$ cat src/rtl/ibht_pkg.sv
// Shared types and constants for the image barrier hazard tracker.
// No dependencies.
package ibht_pkg;

  localparam int SLOT_W   = 8;
  localparam int LAYOUT_W = 5;
  localparam int MASK_W   = 64;
  localparam int ASPECT_W = 4;

  localparam int S_TDATA_W = 152;  // 145 field bits, padded to bytes
  localparam int S_TUSER_W = 2;
  localparam int M_TDATA_W = 280;  // 278 field bits, padded to bytes

  localparam logic [LAYOUT_W-1:0] LAYOUT_UNDEFINED  = '0;
  localparam logic [MASK_W-1:0]   TOP_OF_PIPE_STAGE = MASK_W'(1);

  typedef struct packed {
    logic [SLOT_W-1:0]   slot;
    logic [LAYOUT_W-1:0] want_layout;
    logic [MASK_W-1:0]   want_access;
    logic                wr_flag;
    logic [MASK_W-1:0]   stage_mask;
    logic                discard;
    logic [ASPECT_W-1:0] aspect;
  } req_t;

  typedef struct packed {
    logic [LAYOUT_W-1:0] cur_layout;
    logic [MASK_W-1:0]   write_stages;
    logic [MASK_W-1:0]   write_access;
    logic [MASK_W-1:0]   reader_set;
    logic [MASK_W-1:0]   seen_stages;
    logic [MASK_W-1:0]   seen_access;
  } rec_t;

  typedef struct packed {
    logic [SLOT_W-1:0]   out_slot;
    logic [ASPECT_W-1:0] out_aspect;
    logic [LAYOUT_W-1:0] prev_layout;
    logic [LAYOUT_W-1:0] post_layout;
    logic [MASK_W-1:0]   src_stages;
    logic [MASK_W-1:0]   src_acc;
    logic [MASK_W-1:0]   dst_stages;
    logic [MASK_W-1:0]   dst_acc;
  } res_t;

endpackage

$ cat src/rtl/ibht_decide.sv
// Barrier decision and record update for one request.
// Pure combinational; uses ibht_pkg.
module ibht_decide (
  input  ibht_pkg::req_t req,
  input  ibht_pkg::rec_t cur,
  output logic           emit,
  output ibht_pkg::res_t res,
  output ibht_pkg::rec_t nxt
);
  import ibht_pkg::*;

  logic              change;
  logic              covered;
  logic [MASK_W-1:0] wr_src;

  always_comb begin
    change  = req.discard || (req.want_layout != cur.cur_layout);
    covered = ((cur.seen_stages & req.stage_mask) == req.stage_mask) &&
              ((cur.seen_access & req.want_access) == req.want_access);
    wr_src  = cur.write_stages | cur.reader_set;
    if (wr_src == '0) begin
      wr_src = TOP_OF_PIPE_STAGE;
    end

    res.out_slot   = req.slot;
    res.out_aspect = req.aspect;
    res.dst_stages = req.stage_mask;
    res.dst_acc    = req.want_access;
    res.src_acc    = cur.write_access;

    if (!req.wr_flag && !change) begin
      // read in current layout
      emit            = !covered;
      res.prev_layout = cur.cur_layout;
      res.post_layout = cur.cur_layout;
      res.src_stages  = cur.write_stages;
      nxt             = cur;
      nxt.reader_set  = cur.reader_set | req.stage_mask;
      if (!covered) begin
        nxt.seen_stages = cur.seen_stages | req.stage_mask;
        nxt.seen_access = cur.seen_access | req.want_access;
      end
    end else begin
      emit             = 1'b1;
      res.prev_layout  = req.discard ? LAYOUT_UNDEFINED : cur.cur_layout;
      res.post_layout  = req.want_layout;
      res.src_stages   = wr_src;
      nxt.cur_layout   = req.want_layout;
      nxt.write_stages = req.stage_mask;
      nxt.write_access = req.want_access;
      nxt.reader_set   = '0;
      nxt.seen_stages  = req.stage_mask;
      nxt.seen_access  = req.want_access;
    end
  end

endmodule
$ cat config.mk
export PLATFORM = sky130hd
export DESIGN_NAME = ibht_decide
export DESIGN_NICKNAME = d
export VERILOG_FILES = /design/src/rtl/ibht_pkg.sv /design/src/rtl/ibht_decide.sv
export SDC_FILE = /design/constraint.sdc
export NUM_CORES = 1
export LEC_CHECK = 0
export ABC_CLOCK_PERIOD_IN_PS = 3450
export BUFFER_PORTS_ARGS = -buffer_cell sky130_fd_sc_hd__buf_4
export CAP_MARGIN = 20
export CORE_AREA = 2 2 421 423
export DETAILED_ROUTE_END_ITERATION = 8
export DIE_AREA = 0 0 423 425
export SLEW_MARGIN = 5
export SYNTH_ARGS = -nofsm -noshare
export SYNTH_HDL_FRONTEND = slang
export SYNTH_SLANG_ARGS = --single-unit
$ cat constraint.sdc
create_clock -name vclk -period 3.45
set_input_delay 0.1725 -clock vclk [all_inputs]
set_output_delay 0.1725 -clock vclk [all_outputs]
set_load 0.1 [all_outputs]
# Word-level counts from Yosys, hierarchy flattened
# Cells that the tools add are included.
# totals
output_inout_bits,604
register_bits,0
inputBits,472
# op_classes
bitwise_logic,6
eq_ne,3
n_reduce_logical,7
n_mux,6
# op_table
op,count
$mux W325,1
$or A64 B64 Y64,4
$and A64 B64 Y64,2
$eq A64 B64 Y1,2
$mux W128,1
$mux W74,1
$logic_not A64 Y1,1
$mux W64,1
$mux W5,1
$ne A5 B5 Y1,1
$logic_not A1 Y1,3
$logic_and A1 B1 Y1,2
$logic_or A1 B1 Y1,1
$mux W1,1

# Depth between registers and ports, before layout
# logic_depth
depth_word,5
ltp_mapped,8
ltp_nobuf,6

# Worst setup path after synthesis
# OpenSTA, ideal clock, no wires.
# synth_path
path_type,input to output
start,in req[138] (netlist name)
end,out nxt[296] (netlist name)
slack_ns,0.169
arrival_ns,3.108
path_stages,7
path_cell_list,xnor2_1 nand4_1 nor4_1 clkbuf_1 buf_1 clkbuf_1 o21ai_0
# synth_lines
element,line_no,text
"start, declared",ibht_decide.sv:4,"input ibht_pkg::req_t req,"
"end, declared",ibht_decide.sv:8,output ibht_pkg::rec_t nxt

==> out/results.tsv <==
metric	value	unit
seq_cell_count	0	
synth_area_leaders	buf_4 (24%), a22o_1 (17%), nand2_1 (15%), nor2_1 (7.2%), a21o_1 (7.1%)	
cp_top_family	buffers and inverters	
start_util	3.792	%
worstPathArrival	3010	ps
grt_usage	21.27	%
crit_path_end_kind	output pin	
maxSlewViolCount	0	
routedWlPerCell	45.92	um
dpl.hpwl	190900	um
yosysSeqAreaShare	0	%
drt_first_iter_violations	1307	
core	0.1753	mm2
ys_types	28	
die_w	423	um
finalSetupViolations	0	
grt_pass1_vias	13340	
nFillCells	20810	
route.detailed.drc	0	
worst_pin_slew	1038	ps
max_freq	0.3145	GHz
dieArea	0.1798	mm2
p_leak	8.075	nW
drive_above_1_share	55.53	%
worst-path-buf-inv	7	
hold_buffers	0	
holdPathStages	0	
final.min_clock_period	3180	ps
relSlewSlack	30.82	%
nClkBuffers	0	
totalWireLength	201400	um
final_nets	2471	
rsz0062_at_grt	false	
gp_congestion	1.085	
yosysMostFrequentCell	nand2_1	
vias	13820	
yosysTopAreaCell	buf_4	
rows	154	
crit_fanout	16	
start_kind	input pin	
hold_violations	0	
crit_slowest_cell	a2111oi_2	
post_cts_buffers	0	
period_share	92.16	%
multi_input_area	0.004523	mm2
yosysWarnings	0	
syn_nets	1649	
path_common_cell	buf_4	
hp-start	req[139]	
power_density	297.2	mW/mm2
crit_required	3280	ps
seq_area	0	um2
crit_path_cell_trace	buf_4, nor2b_1, a2111oi_2, buf_4, nand4_1, buf_4, nor4_1, buf_4, nand4_1, buf_4, buf_4, a22o_1, buf_4	
hp-class	in -> out	
synth.top_cell.area_share	23.60	%
io_pins	1076	
grt_max_degree	125	
avgSynthCellArea	5.649	um2
ir_drop	0.07697	mV
ant_nets	0	
cap_violations	0	
dpl.cell_count	4337	
antenna_found_initial	166	
netlist_area	0.006649	mm2
final_cells	4386	
min_delay_worst_endpoint	res[270]	
setup-tns-final	0	ps
status	finished, final reports clean	
cts_resized	0	
grt_pass1_wl	232900	um
dr.pass1.iters	8	
gr-total-overflow	0	
critPathKind	in -> out	
synth_commonest_cells	nand2_1 (266), buf_4 (209), a22o_1 (128), nor2_1 (128), inv_1 (75)	
viasPerCell	3.150	
die_h	425	um
io_buffers	1052	
area_growth	147.7	%
synthCells	1177	
cpPeakStageDelay	400	ps
[through the flow]
step	hold slack [ps]	utilization, %	power [mW]	area, um2	setup slack, ps
2_1_floorplan	556.5	-	3.106	6649	169.5
3_3_place_gp	345.7	9.321	4.910	16340	255.2
3_5_place_dp	345.7	9.321	4.928	16340	202.2
4_1_cts	345.7	9.321	4.936	16340	179.7
5_1_grt	345.6	9.368	5.017	16430	91.76
6_report	345.1	9.391	4.894	16470	270.4
[cell families after synthesis]
| logic type | count (synthesis) | share of synthesized area, % |
|---|---|---|
| buffers and inverters | 361 | 32.25 |
| xor gates and xnor gates | 5 | 0.6586 |
| and+or+nand+nor | 512 | 33.40 |
| AOI/OAI and AO/OA | 299 | 33.68 |
[worst max-delay path by stage]
stage               cells past startpoint  slack (ps)     start       end
finish                                 13         270   req[54]   nxt[82]
global route                           13          90   req[54]   nxt[79]
CTS                                    13         180   req[54]   nxt[79]
detailed placement                     13         200   req[54]   nxt[56]
global placement                       13         260  cur[113]   nxt[79]
floorplan                               7         170  req[138]  nxt[296]
[cell usage in the layout, fill, tap and decap left out, types with 2 or more instances in the layout]
master and n:
a2111oi_0 13, a2111oi_1 2, a21o_1 63, a21oi_1 2, a22o_1 128, buf_12 25
buf_4 1080, diode_2 49, inv_1 75, nand2_1 266, nand2b_1 3, nand4_1 14
nor2_1 128, nor2b_1 54, nor4_1 41, o21ai_0 49, o21ai_1 10, o22ai_1 28
xnor2_1 4
[power by group]
group | internal (mW) | switching [mW]
sequential | 0 | 0
clock | 0.00000196 | 0
combinational | 0.999 | 3.89
total | 0.999 | 3.89
[routing by layer]
metal | share of wire, % | wire [um] | vias up | global-route usage (%)
met4 | 4.6 | 9360 | 72 | 8.055
li1 | - | - | 5503 | -
met2 | 48 | 97240 | 1252 | 36.69
met3 | 15 | 30520 | 382 | 14.30
met5 | 0.23 | 469 | - | 0
met1 | 32 | 63810 | 6607 | 19.84
[cell type report]
cell class	instances	share of cell area [%]
tap	2340	17.78
timing repair buffer	1105	52.28
multi-input combinational	816	27.47
antenna	49	0.7446
inverter	76	1.732
Note: power is estimated with default switching activity, not from simulation.
